--- config.mk ---
export PLATFORM = sky130hd
export DESIGN_NAME = dual_key_debounce_hold_adjust_unit
export DESIGN_NICKNAME = d
export VERILOG_FILES = /design/src/rtl/core/dkdha_pkg.sv /design/src/rtl/core/dkdha_debounce.sv /design/src/rtl/core/dkdha_period.sv /design/src/rtl/core/dual_key_debounce_hold_adjust_unit.sv
export SDC_FILE = /design/constraint.sdc
export NUM_CORES = 1
export LEC_CHECK = 0
export ABC_AREA = 1
export BUFFER_PORTS_ARGS = -buffer_cell sky130_fd_sc_hd__buf_2
export CAP_MARGIN = 10
export CORE_MARGIN = 10
export CORE_UTILIZATION = 50
export CTS_CLUSTER_DIAMETER = 100
export DETAILED_ROUTE_END_ITERATION = 8
export PLACE_DENSITY = 0.8
export SYNTH_ARGS = -nofsm -noshare
export SYNTH_HDL_FRONTEND = slang
export SYNTH_SLANG_ARGS = --single-unit
export TNS_END_PERCENT = 20
--- constraint.sdc ---
create_clock -name clk -period 7.9 [get_ports clk]
set_input_delay 1.185 -clock clk [delete_from_list [all_inputs] [get_ports clk]]
set_output_delay 1.185 -clock clk [all_outputs]
set_load 0.02 [all_outputs]
--- src/rtl/core/dkdha_pkg.sv ---
package dkdha_pkg;

  localparam int unsigned PERIOD_W     = 16;
  localparam int unsigned TICK_W       = 32;
  localparam int unsigned CFG_IDX_W    = 1;

  localparam logic [PERIOD_W-1:0] PERIOD_START_DEF = 16'd500;
  localparam logic [PERIOD_W-1:0] PERIOD_MIN_RST   = 16'd100;
  localparam logic [PERIOD_W-1:0] PERIOD_MAX_RST   = 16'd1900;

  // Configuration register indexes
  typedef enum logic [CFG_IDX_W-1:0] {
    REG_PERIOD_MIN = 1'b0,
    REG_PERIOD_MAX = 1'b1
  } cfg_reg_t;

  // Input word: one sampling tick
  typedef struct packed {
    logic              key_up_level;
    logic              key_down_level;
    logic [TICK_W-1:0] now_ticks;
  } in_word_t;

  // Result word
  typedef struct packed {
    logic [PERIOD_W-1:0] period_value;
    logic                up_released;
    logic [TICK_W-1:0]   up_hold_time;
    logic                down_released;
    logic [TICK_W-1:0]   down_hold_time;
  } out_word_t;

  // Release report from one debouncer
  typedef struct packed {
    logic              released;
    logic [TICK_W-1:0] hold;
  } rel_t;

endpackage

--- src/rtl/core/dkdha_debounce.sv ---
module dkdha_debounce
  import dkdha_pkg::*;
(
  input  logic              clk,
  input  logic              rst,
  input  logic              step,
  input  logic              level,
  input  logic [TICK_W-1:0] now_ticks,
  output rel_t              rel
);

  typedef enum logic [1:0] {
    PH_UP      = 2'd0,
    PH_FALLING = 2'd1,
    PH_DOWN    = 2'd2,
    PH_RISING  = 2'd3
  } phase_t;

  phase_t            phase;
  phase_t            phase_next;
  logic [TICK_W-1:0] stamp;
  logic              pressed;
  logic              take_stamp;

  assign pressed = ~level;

  // Advance the debouncer; two equal samples confirm a change
  always_comb begin
    phase_next   = phase;
    take_stamp   = 1'b0;
    rel.released = 1'b0;
    unique case (phase)
      PH_UP: begin
        if (pressed) phase_next = PH_FALLING;
      end
      PH_FALLING: begin
        if (pressed) begin
          phase_next = PH_DOWN;
          take_stamp = 1'b1;
        end else begin
          phase_next = PH_UP;
        end
      end
      PH_DOWN: begin
        if (!pressed) phase_next = PH_RISING;
      end
      PH_RISING: begin
        if (!pressed) begin
          phase_next   = PH_UP;
          rel.released = 1'b1;
        end else begin
          phase_next = PH_DOWN;
        end
      end
      default: phase_next = PH_UP;
    endcase
    // Hold time wraps at 32 bits; zero when no release
    rel.hold = rel.released ? (now_ticks - stamp) : '0;
  end

  // Hold phase and press stamp
  always_ff @(posedge clk) begin
    if (rst) begin
      phase <= PH_UP;
      stamp <= '0;
    end else if (step) begin
      phase <= phase_next;
      if (take_stamp) stamp <= now_ticks;
    end
  end

endmodule

--- src/rtl/core/dkdha_period.sv ---
module dkdha_period
  import dkdha_pkg::*;
#(
  parameter logic [PERIOD_W-1:0] PERIOD_START = PERIOD_START_DEF
) (
  input  logic                 clk,
  input  logic                 rst,
  input  logic                 step,
  input  rel_t                 up_rel,
  input  rel_t                 down_rel,
  input  logic                 cfg_we,
  input  logic [CFG_IDX_W-1:0] cfg_index,
  input  logic [PERIOD_W-1:0]  cfg_data,
  output logic [PERIOD_W-1:0]  period_next
);

  localparam int unsigned WIDE_W = TICK_W + 1;

  logic [PERIOD_W-1:0] period_reg;
  logic [PERIOD_W-1:0] period_min;
  logic [PERIOD_W-1:0] period_max;
  logic [PERIOD_W-1:0] period_mid;
  logic [WIDE_W-1:0]   up_sum;
  logic [WIDE_W-1:0]   down_bound;

  // Increase first, saturating at the ceiling
  assign up_sum = WIDE_W'(period_reg) + WIDE_W'(up_rel.hold);

  always_comb begin
    period_mid = period_reg;
    if (up_rel.released) begin
      if (up_sum > WIDE_W'(period_max)) period_mid = period_max;
      else                              period_mid = up_sum[PERIOD_W-1:0];
    end
  end

  // Then decrease, flooring at the lower limit
  assign down_bound = WIDE_W'(period_min) + WIDE_W'(down_rel.hold);

  always_comb begin
    period_next = period_mid;
    if (down_rel.released) begin
      if (WIDE_W'(period_mid) < down_bound) period_next = period_min;
      else period_next = period_mid - down_rel.hold[PERIOD_W-1:0];
    end
  end

  // Hold period and limits
  always_ff @(posedge clk) begin
    if (rst) begin
      period_reg <= PERIOD_START;
      period_min <= PERIOD_MIN_RST;
      period_max <= PERIOD_MAX_RST;
    end else begin
      if (step) period_reg <= period_next;
      if (cfg_we) begin
        unique case (cfg_reg_t'(cfg_index))
          REG_PERIOD_MIN: period_min <= cfg_data;
          REG_PERIOD_MAX: period_max <= cfg_data;
          default: ;
        endcase
      end
    end
  end

endmodule

--- src/rtl/core/dual_key_debounce_hold_adjust_unit.sv ---
// Throughput: one word per cycle while the result register is not stalled;
//   input register, then single-pass logic into the result register, with
//   state updated as the result is written.
// Reset (rst, synchronous): both keys up, press stamps zero, period at
//   PERIOD_START, limits at 100 and 1900; no clearing pass.
module dual_key_debounce_hold_adjust_unit
  import dkdha_pkg::*;
#(
  parameter logic [PERIOD_W-1:0] PERIOD_START = PERIOD_START_DEF
) (
  input  logic                 clk,
  input  logic                 rst,
  input  logic                 in_valid,
  output logic                 in_stall,
  input  in_word_t             in_data,
  output logic                 out_valid,
  input  logic                 out_stall,
  output out_word_t            out_data,
  input  logic                 cfg_valid,
  output logic                 cfg_ready,
  input  logic [CFG_IDX_W-1:0] cfg_index,
  input  logic [PERIOD_W-1:0]  cfg_data
);

  logic                in_vld;
  in_word_t            in_reg;
  logic                advance;
  logic                step;
  rel_t                up_rel;
  rel_t                down_rel;
  logic [PERIOD_W-1:0] period_next;

  // Move the input stage when the result register is free or draining
  assign advance   = !out_valid || !out_stall;
  assign step      = in_vld && advance;
  assign in_stall  = in_vld && !advance;
  assign cfg_ready = 1'b1;

  dkdha_debounce u_up (
    .clk       (clk),
    .rst       (rst),
    .step      (step),
    .level     (in_reg.key_up_level),
    .now_ticks (in_reg.now_ticks),
    .rel       (up_rel)
  );

  dkdha_debounce u_down (
    .clk       (clk),
    .rst       (rst),
    .step      (step),
    .level     (in_reg.key_down_level),
    .now_ticks (in_reg.now_ticks),
    .rel       (down_rel)
  );

  dkdha_period #(
    .PERIOD_START (PERIOD_START)
  ) u_period (
    .clk         (clk),
    .rst         (rst),
    .step        (step),
    .up_rel      (up_rel),
    .down_rel    (down_rel),
    .cfg_we      (cfg_valid && cfg_ready),
    .cfg_index   (cfg_index),
    .cfg_data    (cfg_data),
    .period_next (period_next)
  );

  // Input stage valid
  always_ff @(posedge clk) begin
    if (rst) begin
      in_vld <= 1'b0;
    end else if (in_valid && !in_stall) begin
      in_vld <= 1'b1;
    end else if (advance) begin
      in_vld <= 1'b0;
    end
  end

  // Capture the input word
  always_ff @(posedge clk) begin
    if (in_valid && !in_stall) in_reg <= in_data;
  end

  // Result stage valid
  always_ff @(posedge clk) begin
    if (rst) begin
      out_valid <= 1'b0;
    end else if (advance) begin
      out_valid <= in_vld;
    end
  end

  // Load the result word
  always_ff @(posedge clk) begin
    if (step) begin
      out_data.period_value   <= period_next;
      out_data.up_released    <= up_rel.released;
      out_data.up_hold_time   <= up_rel.hold;
      out_data.down_released  <= down_rel.released;
      out_data.down_hold_time <= down_rel.hold;
    end
  end

endmodule

Word level (Yosys, flattened, before mapping)
Index checks and enable logic that the tools add are counted.

operators by class
  multiply operators = 0
  muxes and demuxes = 24
  order comparisons = 2
  divide/modulo/power cells = 0
  bitwise gates (word level) = 1
  add/sub/neg operators = 5
  equality and inequality tests = 10
  reductions and logical operators = 19
  shift-type cells = 0

operators by type and width
  cell                                                                   number
  16-bit by 32-bit adder with 33-bit output                              2
  16-bit 2-to-1 mux                                                      4
  32-bit 2-to-1 mux                                                      2
  32-bit subtractor                                                      2
  33-bit by 16-bit greater-than comparator with 1-bit output             1
  16-bit by 33-bit less-than comparator with 1-bit output                1
  16-bit subtractor                                                      1
  2-bit 2-to-1 mux                                                       6
  2-bit case mux with 3 select lines                                     2
  1-bit 2-to-1 mux                                                       10
  2-bit equality test, second input constant                             4
  2-bit inequality test, second input constant                           4
  2-bit AND reduction                                                    4
  3-bit AND reduction                                                    2
  2-bit by 1-bit equality test with 1-bit output, second input constant  2
  1-bit logical NOT                                                      4
  2-bit logical NOT                                                      2
  2-bit OR reduction                                                     2
  1-bit logical AND                                                      3
  2-bit nonzero test                                                     1
  1-bit logical OR                                                       1
  1-bit inverter                                                         1

storage, ports and cells
  memory bits (read-only) = 0
  bits in registers = 234
  RAM bits = 0
  output and inout bits = 85
  logic and storage cells = 78
  memories kept = 0
  latch bits = 0

Longest topological paths before layout
Gate-level depths: netlist (run 1).

  depth in word-level cells = 10
  mapped depth = 56

Modules after synthesis
From an unflattened synthesis (run 1), not the netlist that was laid out.

unflattened totals
  cell total of the unflattened synthesis = 2740
  area total of the unflattened synthesis = 18356.4 sq um

by module, submodules not included
  module                              instances  area each (sq um)  cells an instance  seq. area each (sq um)
  dkdha_period                        1          7074.3             1221               960.9
  dkdha_debounce at u_up              1          3848.7             695                680.7
  dkdha_debounce at u_down            1          3847.4             694                680.7
  dual_key_debounce_hold_adjust_unit  1          3585.9             130                3523.4

Least setup slack after synthesis (run 1)
No wires, ideal clock.

  path kind = register to register
  start = register in_reg[33] (netlist bit)
  end = register out_data[81] (netlist bit), data pin
  path slack = 1.368 ns
  clock period less this slack = 6.532 ns
  arrival time = 6.279 ns
  required time = 7.647 ns
  library setup time = 0.253 ns
  cell stages (with the launch flop) = 46
  cell sequence = edfxtp_1 > nand2_1 > nor2_1 > buf_2 > buf_2 > clkbuf_1 > clkbuf_1 > o21ai_0 > a21oi_1 > ha_1 > nand2_1 > inv_1 > a21oi_1 > o21ai_1 > a31oi_1 > o21ai_0 > xor2_1 > ha_1 > [10 not listed] > nor2_2 > nand2_1 > nor2_2 > nand4_4 > clkinv_4 > clkbuf_1 > o21ai_0 > o21ai_0 > inv_1 > ha_1 > a21oi_1 > o21ai_0 > a221oi_1 > nand3_1 > nand2_1 > nand3_1 > nand3_2 > nand2_1

RTL lines
  element                 RTL line                                  RTL
  from (decl)             dual_key_debounce_hold_adjust_unit.sv:26  in_word_t in_reg;
  from (signal assigned)  dual_key_debounce_hold_adjust_unit.sv:84  if (in_valid && !in_stall) in_reg <= in_data;
  to (decl)               dual_key_debounce_hold_adjust_unit.sv:18  output out_word_t out_data,

==> results of run 1 <==
==> area by class of cell <==
class / instances / area (um2) / area share (%)
timing repair buffer: 163 / 876 / 4.52
sequential: 234 / 5850 / 30.1
clock buffer: 30 / 697 / 3.59
antenna: 1 / 2.50 / 0.0129
tap: 448 / 561 / 2.89
clock inverter: 18 / 194 / 1.00
multi-input combinational: 1745 / 9710 / 50.1
inverter: 399 / 1510 / 7.76
==> placed cells by master (no fill, tap or decap), types with 8 or more instances in the layout <==
cell	count
sky130_fd_sc_hd__clkbuf_16	27
sky130_fd_sc_hd__nor2_4	8
sky130_fd_sc_hd__nand4_1	26
sky130_fd_sc_hd__xnor2_1	19
sky130_fd_sc_hd__nand3_2	22
sky130_fd_sc_hd__xor2_1	29
sky130_fd_sc_hd__nand2_4	12
sky130_fd_sc_hd__o21ai_0	163
sky130_fd_sc_hd__edfxtp_1	116
sky130_fd_sc_hd__buf_2	139
sky130_fd_sc_hd__o21bai_1	8
sky130_fd_sc_hd__nor3_1	25
sky130_fd_sc_hd__nor2_2	27
sky130_fd_sc_hd__dfxtp_1	118
sky130_fd_sc_hd__nand3b_1	11
sky130_fd_sc_hd__a21o_1	9
sky130_fd_sc_hd__nand2_1	574
sky130_fd_sc_hd__nand3_1	140
sky130_fd_sc_hd__o211ai_1	10
sky130_fd_sc_hd__nand2_2	17
sky130_fd_sc_hd__ha_1	138
sky130_fd_sc_hd__a21oi_1	223
sky130_fd_sc_hd__nor2_1	208
sky130_fd_sc_hd__buf_4	24
sky130_fd_sc_hd__inv_1	386
==> critical path: cells and delay by family (launching register included) <==
| family | cells | cell delay, ns |
|---|---|---|
| flip-flops | 1 | 0.34 |
| AO/OA/AOI/OAI | 8 | 1.21 |
| adder cells (fa/ha/maj) | 5 | 1.40 |
| buffers and inverters | 8 | 1.01 |
| XOR/XNOR | 2 | 0.35 |
| AND/OR/NAND/NOR | 29 | 2.76 |
==> what timing repair did <==
action,in CTS,in global routing
setup buffers,0,10
resized for setup,0,11
setup endpoints to repair,0,32
==> cells in the mapped netlist, types with 3 or more instances <==
cell / count / area [um2]
sky130_fd_sc_hd__inv_1: 386 / 1450
sky130_fd_sc_hd__nand3b_1: 11 / 82.6
sky130_fd_sc_hd__buf_1: 3 / 11.3
sky130_fd_sc_hd__o21ai_1: 6 / 30.0
sky130_fd_sc_hd__or2_2: 4 / 25.0
sky130_fd_sc_hd__xor2_1: 29 / 254
sky130_fd_sc_hd__nor3_2: 3 / 30.0
sky130_fd_sc_hd__a21oi_1: 227 / 1140
sky130_fd_sc_hd__a31oi_1: 6 / 37.5
sky130_fd_sc_hd__edfxtp_1: 116 / 3480
sky130_fd_sc_hd__nor2_2: 27 / 169
sky130_fd_sc_hd__a21o_1: 9 / 67.6
sky130_fd_sc_hd__a21boi_0: 5 / 37.5
sky130_fd_sc_hd__nand4_1: 26 / 163
sky130_fd_sc_hd__clkbuf_1: 36 / 135
sky130_fd_sc_hd__nand3_1: 140 / 701
sky130_fd_sc_hd__and2_1: 5 / 31.3
sky130_fd_sc_hd__ha_1: 138 / 1730
sky130_fd_sc_hd__inv_2: 6 / 22.5
sky130_fd_sc_hd__buf_4: 4 / 30.0
sky130_fd_sc_hd__fa_1: 5 / 100
sky130_fd_sc_hd__nand3_2: 22 / 220
sky130_fd_sc_hd__buf_2: 5 / 25.0
sky130_fd_sc_hd__dfxtp_1: 118 / 2360
sky130_fd_sc_hd__o211ai_1: 10 / 75.1
sky130_fd_sc_hd__o21ai_0: 165 / 826
sky130_fd_sc_hd__o21a_1: 4 / 30.0
sky130_fd_sc_hd__o21ai_2: 4 / 35.0
sky130_fd_sc_hd__nor4_1: 4 / 25.0
sky130_fd_sc_hd__nor2_4: 5 / 56.3
sky130_fd_sc_hd__nor2_1: 211 / 792
sky130_fd_sc_hd__nor3_1: 25 / 125
sky130_fd_sc_hd__nand2_4: 12 / 135
sky130_fd_sc_hd__o21bai_1: 8 / 60.1
sky130_fd_sc_hd__clkinv_1: 6 / 22.5
sky130_fd_sc_hd__xnor2_1: 19 / 166
sky130_fd_sc_hd__nand2_1: 574 / 2150
sky130_fd_sc_hd__nand2_2: 17 / 106
==> worst max-delay path by stage <==
stage | from | end | depth (start not counted)
2_1_floorplan | in_reg[33] | out_data[81] | 45
3_3_place_gp | in_reg[2] | out_data[72] | 43
3_5_place_dp | in_reg[1] | u_period.period_reg[8] | 50
4_1_cts | in_reg[0] | u_period.period_reg[8] | 51
5_1_grt | in_reg[0] | u_period.period_reg[13] | 51
6_report | in_reg[0] | u_period.period_reg[2] | 52
==> per-stage QoR <==
stage	utilization, %	setup slack [ns]	hold WS, ns	power (uW)	cell area, um2
CTS	57.0	0.436	0.460	3260	19300
floorplan	-	1.37	0.433	1840	17200
detailed placement	54.4	0.482	0.451	2010	18400
global route	57.4	0.0556	0.473	3420	19400
global placement	54.4	0.474	0.443	2000	18400
finish	57.4	0.722	0.457	3280	19400
==> per-layer routing <==
layer  vias to the layer above  global-route usage, %
li1                       8231                      -
met1                      7601                   31.5
met2                       602                   41.2
met3                       128                   3.74
met4                         0                   11.3
met5                         -                      0
==> power groups by stage <==
stage / logic, uW / clock network (uW) / registers [uW]
2_1_floorplan: 449 / 0 / 1390
3_3_place_gp: 611 / 0 / 1390
3_5_place_dp: 621 / 0 / 1390
4_1_cts: 624 / 1280 / 1360
5_1_grt: 734 / 1320 / 1370
6_report: 655 / 1260 / 1360
==> cell families after synthesis <==
kind of cell | share of synthesized area [%]
and+or+nand+nor | 28.6
AOI/OAI and AO/OA | 14.4
buffers and inverters | 10.1
DFF | 33.9
adders and majority gates | 10.6
xor gates and xnor gates | 2.44
other | 0.0218
==> impl_metrics.py, run 1 <==
metrics = {
    "power": {
        "ir_drop_uv": 167,
        "power-per-cell-area_nw_per_um2": 169,
        "power_frac_comb_pct": 20.0,
        "intPower_uw": 2260,
        "sw_frac_of_total_pct": 31.2,
        "pwr-share-clk_pct": 38.5,
        "seq_power_share_pct": 41.5,
        "static-leakage-power_uw": 0.00917,
        "power.net_switching_uw": 1030,
    },
    "sta": {
        "final-setup-viol-count": 0,
        "grt_setup_unrepaired": "false",
        "period_minus_slack_ns": 7.18,
        "worst_margin_pin_slew_ns": 0.934,
        "report.final.hold_viol_count": 0,
        "clock.fmax_ghz": 0.139,
        "min_period_over_period_pct": 90.9,
        "report.final.slew_viol_count": 0,
        "finalClockSkew_ns": 0.0303,
        "setup_tns_ns": 0,
        "timing.slew.headroom_pct": 37.7,
    },
    "clock_network": {
        "cts-hold-fix-buffers": 0,
        "clock-root-buffer": "sky130_fd_sc_hd__clkbuf_16",
        "tritoncts_clock_tree": "done",
        "cts_max_level": 1,
        "total_clock_sinks": 234,
        "cts_inserted_buffers": 26,
        "clock_path_buffers": 3,
        "worstSkewPairLatency_ns": 0.59,
        "cts.reportedPaths.clkPinSlew_ns": 0.06,
    },
    "final_layout": {
        "drive_above_1_share_pct": 12.9,
        "largest_reg_flops": 82,
        "synthToLayoutAreaGrowth_pct": 12.5,
        "fin_cells": 3038,
        "nNetsFinal": 2768,
        "num-fill-cells": 3185,
    },
    "worst_setup_path": {
        "worstSetupEndpointType": "flop",
        "critical_path.slowest_cell": "sky130_fd_sc_hd__ha_1",
        "r2r_slack_ns": 0.72,
        "worst_r2r_endpoint": "u_period.period_reg[2]",
        "crit_top_cell": "sky130_fd_sc_hd__nand2_1",
        "cp.required_ns": 8.41,
        "crit_path_start_kind": "flop",
        "reg2regPathDepth": 52,
        "worst_ep_arrival_time_ns": 7.69,
        "slowest_stage_delay_on_critical_path_ns": 0.38,
        "worst-path-max-fanout": 28,
        "rr_startpoint": "in_reg[0]",
        "critical_path_class": "reg2reg",
    },
    "route": {
        "detail_route.drc_violations": 0,
        "wirelength_mm": 54.3,
        "first_iter_violations": 1370,
        "drt_pass1_iterations": 9,
        "wl_met3_mm": 4.40,
        "final_antenna_net_count": 0,
        "vias": 16600,
        "routedLengthMet1_mm": 22.7,
        "wl_per_cell_um": 17.9,
        "dr_wl_met2_mm": 24.8,
        "highest_layer": "met4",
        "route.detailed.vias_per_inst": 5.45,
    },
    "run": {
        "number_of_violations_of_the_max_capacitance_limit": 0,
    },
    "global_route": {
        "maximum_number_of_pins_on_one_net_before_global_route_repair": 101,
        "grt_util_all_layers_pct": 24.9,
        "global_route.overflow_total": 0,
        "antenna_found_initial": 1,
        "grt_first_pass_wirelength_mm": 83.8,
        "first_global_vias": 15700,
    },
    "synth": {
        "synth.yosys.seq_area_share_pct": 33.9,
        "yosys_most_used_dff": "sky130_fd_sc_hd__dfxtp_1",
        "synth_seq_cells": 234,
        "syn-mean-instance-area_um2": 7.10,
        "netlist-cell-type-count": 59,
        "synth.yosys.warnings": 0,
        "synth_cells": 2428,
        "syn_area_um2": 17200,
        "synth_enable_flop_cells": 116,
        "async_reset_ff_share_pct": 0,
        "synth_fp_nets": 2627,
    },
    "run_status": {
        "outcome": "complete, no violations",
    },
    "die": {
        "die_w_um": 206,
        "std_cell_rows": 67,
        "floorplan.initialDensity_pct": 51.0,
        "ios": 141,
        "die_height_um": 206,
        "core_ar_um2": 33800,
        "die_outline_area_um2": 42300,
    },
    "place": {
        "detailedPlacementHpwl_mm": 43.7,
        "finalWeightedCongestion": 0.981,
        "place.port_buffers": 139,
        "numPlacedInstances": 2979,
    },
    "worst_hold_path": {
        "hp-start": "u_up.stamp[24]",
        "min_path_cells": 2,
        "worst_hold_check_path_type": "reg2reg",
        "worstHoldEndpoint": "u_up.stamp[24]",
    },
}
Note: power is estimated with default switching activity, not from simulation.
==> run 2, diff against run 1 <==
PLACE_DENSITY = unset   (was 0.8)
PLACE_DENSITY_LB_ADDON = 0.1   (was unset)
==> impl_metrics.py, run 2 (synthesized netlist as in run 1, its figures left out) <==
metrics = {
    "route": {
        "wl_per_cell_um": 17.8,
        "first_iter_violations": 1100,
        "vias": 16200,
        "final_antenna_net_count": 0,
        "wirelength_mm": 54.1,
        "drt_pass1_iterations": 7,
        "route.detailed.vias_per_inst": 5.32,
        "detail_route.drc_violations": 0,
    },
    "worst_setup_path": {
        "worst_r2r_endpoint": "u_period.period_reg[11]",
        "worst_ep_arrival_time_ns": 7.68,
        "rr_startpoint": "in_reg[0]",
        "r2r_slack_ns": 0.67,
        "crit_buf_inv": 6,
        "worst-path-max-fanout": 28,
        "worstSetupEndpointType": "flop",
        "cp.required_ns": 8.35,
        "reg2regPathDepth": 48,
        "critical_path.slowest_cell": "sky130_fd_sc_hd__a21oi_1",
        "critical_path_class": "reg2reg",
        "crit_path_start_kind": "flop",
        "crit_top_cell": "sky130_fd_sc_hd__nand2_1",
        "slowest_stage_delay_on_critical_path_ns": 0.43,
        "path_delay_family": "simple AND/OR/NAND/NOR gates",
    },
    "final_layout": {
        "largest_reg_flops": 82,
        "mostFrequentLayoutCells": "574 x sky130_fd_sc_hd__nand2_1, 386 x sky130_fd_sc_hd__inv_1, 223 x sky130_fd_sc_hd__a21oi_1, 207 x sky130_fd_sc_hd__nor2_1, 162 x sky130_fd_sc_hd__o21ai_0",
        "synthToLayoutAreaGrowth_pct": 12.6,
        "layout.cells.most_common": "sky130_fd_sc_hd__nand2_1",
        "antennaDiodeCount": 0,
        "finish.utilization_pct": 57.4,
        "nNetsFinal": 2767,
        "drive_above_1_share_pct": 12.7,
    },
    "die": {
        "die_w_um": 206,
        "core_ar_um2": 33800,
        "std_cell_rows": 67,
        "ios": 141,
        "die_outline_area_um2": 42300,
        "die_height_um": 206,
        "floorplan.initialDensity_pct": 51.0,
    },
    "power": {
        "intPower_uw": 2290,
        "power_frac_comb_pct": 19.9,
        "pwr-share-clk_pct": 38.5,
        "seq_power_share_pct": 41.6,
        "sw_frac_of_total_pct": 30.2,
        "power-per-cell-area_nw_per_um2": 169,
        "power.net_switching_uw": 993,
        "ir_drop_uv": 170,
        "static-leakage-power_uw": 0.00918,
    },
    "clock_network": {
        "tritoncts_clock_tree": "done",
        "clock_path_buffers": 3,
        "worstSkewPairLatency_ns": 0.56,
        "cts_max_level": 1,
        "total_clock_sinks": 234,
        "cts_inserted_buffers": 28,
        "cts.reportedPaths.clkPinSlew_ns": 0.06,
        "clock-root-buffer": "sky130_fd_sc_hd__clkbuf_16",
    },
    "global_route": {
        "grt_first_pass_wirelength_mm": 83.4,
        "maximum_number_of_pins_on_one_net_before_global_route_repair": 83,
        "first_global_vias": 15200,
        "global_route.overflow_total": 0,
        "grt_util_all_layers_pct": 25.1,
        "antenna_found_initial": 0,
    },
    "sta": {
        "worst_margin_pin_slew_ns": 1.13,
        "period_minus_slack_ns": 7.23,
        "final-setup-viol-count": 0,
        "fin_worst_hold_slack_ns": 0.457,
        "report.final.hold_viol_count": 0,
        "min_period_over_period_pct": 91.5,
        "setup_tns_ns": 0,
        "timing.slew.headroom_pct": 24.7,
        "report.final.slew_viol_count": 0,
        "finalClockSkew_ns": 0.0232,
        "grt_setup_unrepaired": "false",
        "clock.fmax_ghz": 0.138,
    },
    "place": {
        "finalWeightedCongestion": 0.945,
        "detailedPlacementHpwl_mm": 43.5,
        "place.port_buffers": 139,
    },
    "run": {
        "number_of_violations_of_the_max_capacitance_limit": 0,
    },
    "worst_hold_path": {
        "worst_hold_check_path_type": "reg2reg",
        "min_path_cells": 2,
        "worstHoldEndpoint": "u_up.stamp[24]",
        "hp-start": "u_up.stamp[24]",
    },
    "run_status": {
        "outcome": "complete, no violations",
    },
}
-- run 2: cell count changes in the layout (fill, tap and decap cells not counted), moves of 3 or more --
cell	change
sky130_fd_sc_hd__clkbuf_1	+4
sky130_fd_sc_hd__clkinv_1	+3
sky130_fd_sc_hd__buf_4	-4
sky130_fd_sc_hd__clkbuf_16	+4
-- run 2: timing repair --
action,in CTS,in global routing
hold buffers,0,0
resized for setup,0,14
setup buffers,0,8
endpoints found under the setup margin,0,32
endpoints found under the hold margin,0,0
-- run 2: how the worst max path moves through the flow --
stage,startpoint,to,slack (ns),depth (start not counted)
2_1_floorplan,in_reg[33],out_data[81],1.37,45
4_1_cts,in_reg[2],u_period.period_reg[5],0.15,49
5_1_grt,in_reg[0],u_period.period_reg[1],0.001,50
6_report,in_reg[0],u_period.period_reg[11],0.67,48
3_5_place_dp,in_reg[2],u_period.period_reg[5],0.19,49
3_3_place_gp,in_reg[2],u_period.period_reg[7],0.21,49
-- run 2: per-layer routing --
metal | routed length, um | track usage (%) | vias up
met5 | 0 | 0 | -
met4 | 1520 | 7.14 | 0
met3 | 3940 | 4.40 | 81
met2 | 24800 | 41.4 | 480
met1 | 23800 | 32.9 | 7383
li1 | - | - | 8223
-- run 2: stage by stage --
step | instance area (um2) | std cells | setup slack (ns) | power (uW)
floorplan | 17200 | 2428 | 1.37 | 1840
global placement | 18400 | 2978 | 0.206 | 2010
detailed placement | 18400 | 2978 | 0.190 | 2010
CTS | 19300 | 3030 | 0.154 | 3280
global route | 19400 | 3038 | 0.000951 | 3440
finish | 19400 | 3038 | 0.669 | 3280
-- run 2: worst register-to-register path, delay by kind of cell (launching register included) --
| kind | cells | cell delay, ns |
|---|---|---|
| adder cells (fa/ha/maj) | 5 | 1.55 |
| flip-flops | 1 | 0.37 |
| AND/OR/NAND/NOR | 26 | 2.29 |
| XOR/XNOR | 1 | 0.25 |
| AO/OA/AOI/OAI | 10 | 1.87 |
| buffers and inverters | 6 | 0.81 |
-- run 2: final cells by class --
class	instances	area, um2
Sequential cell	234	5850
Fill cell	3223	14400
Multi-Input combinational cell	1745	9710
Inverter	399	1500
Clock buffer	40	840
Tap cell	448	561
Clock inverter	12	72.6
Timing Repair Buffer	160	866
-- run 2: power by group through the flow --
| stage | logic, uW | clock network, uW | registers (uW) |
|---|---|---|---|
| finish | 654 | 1260 | 1360 |
| global route | 735 | 1340 | 1370 |
| CTS | 626 | 1290 | 1360 |
| detailed placement | 622 | 0 | 1390 |
| global placement | 618 | 0 | 1390 |
| floorplan | 449 | 0 | 1390 |
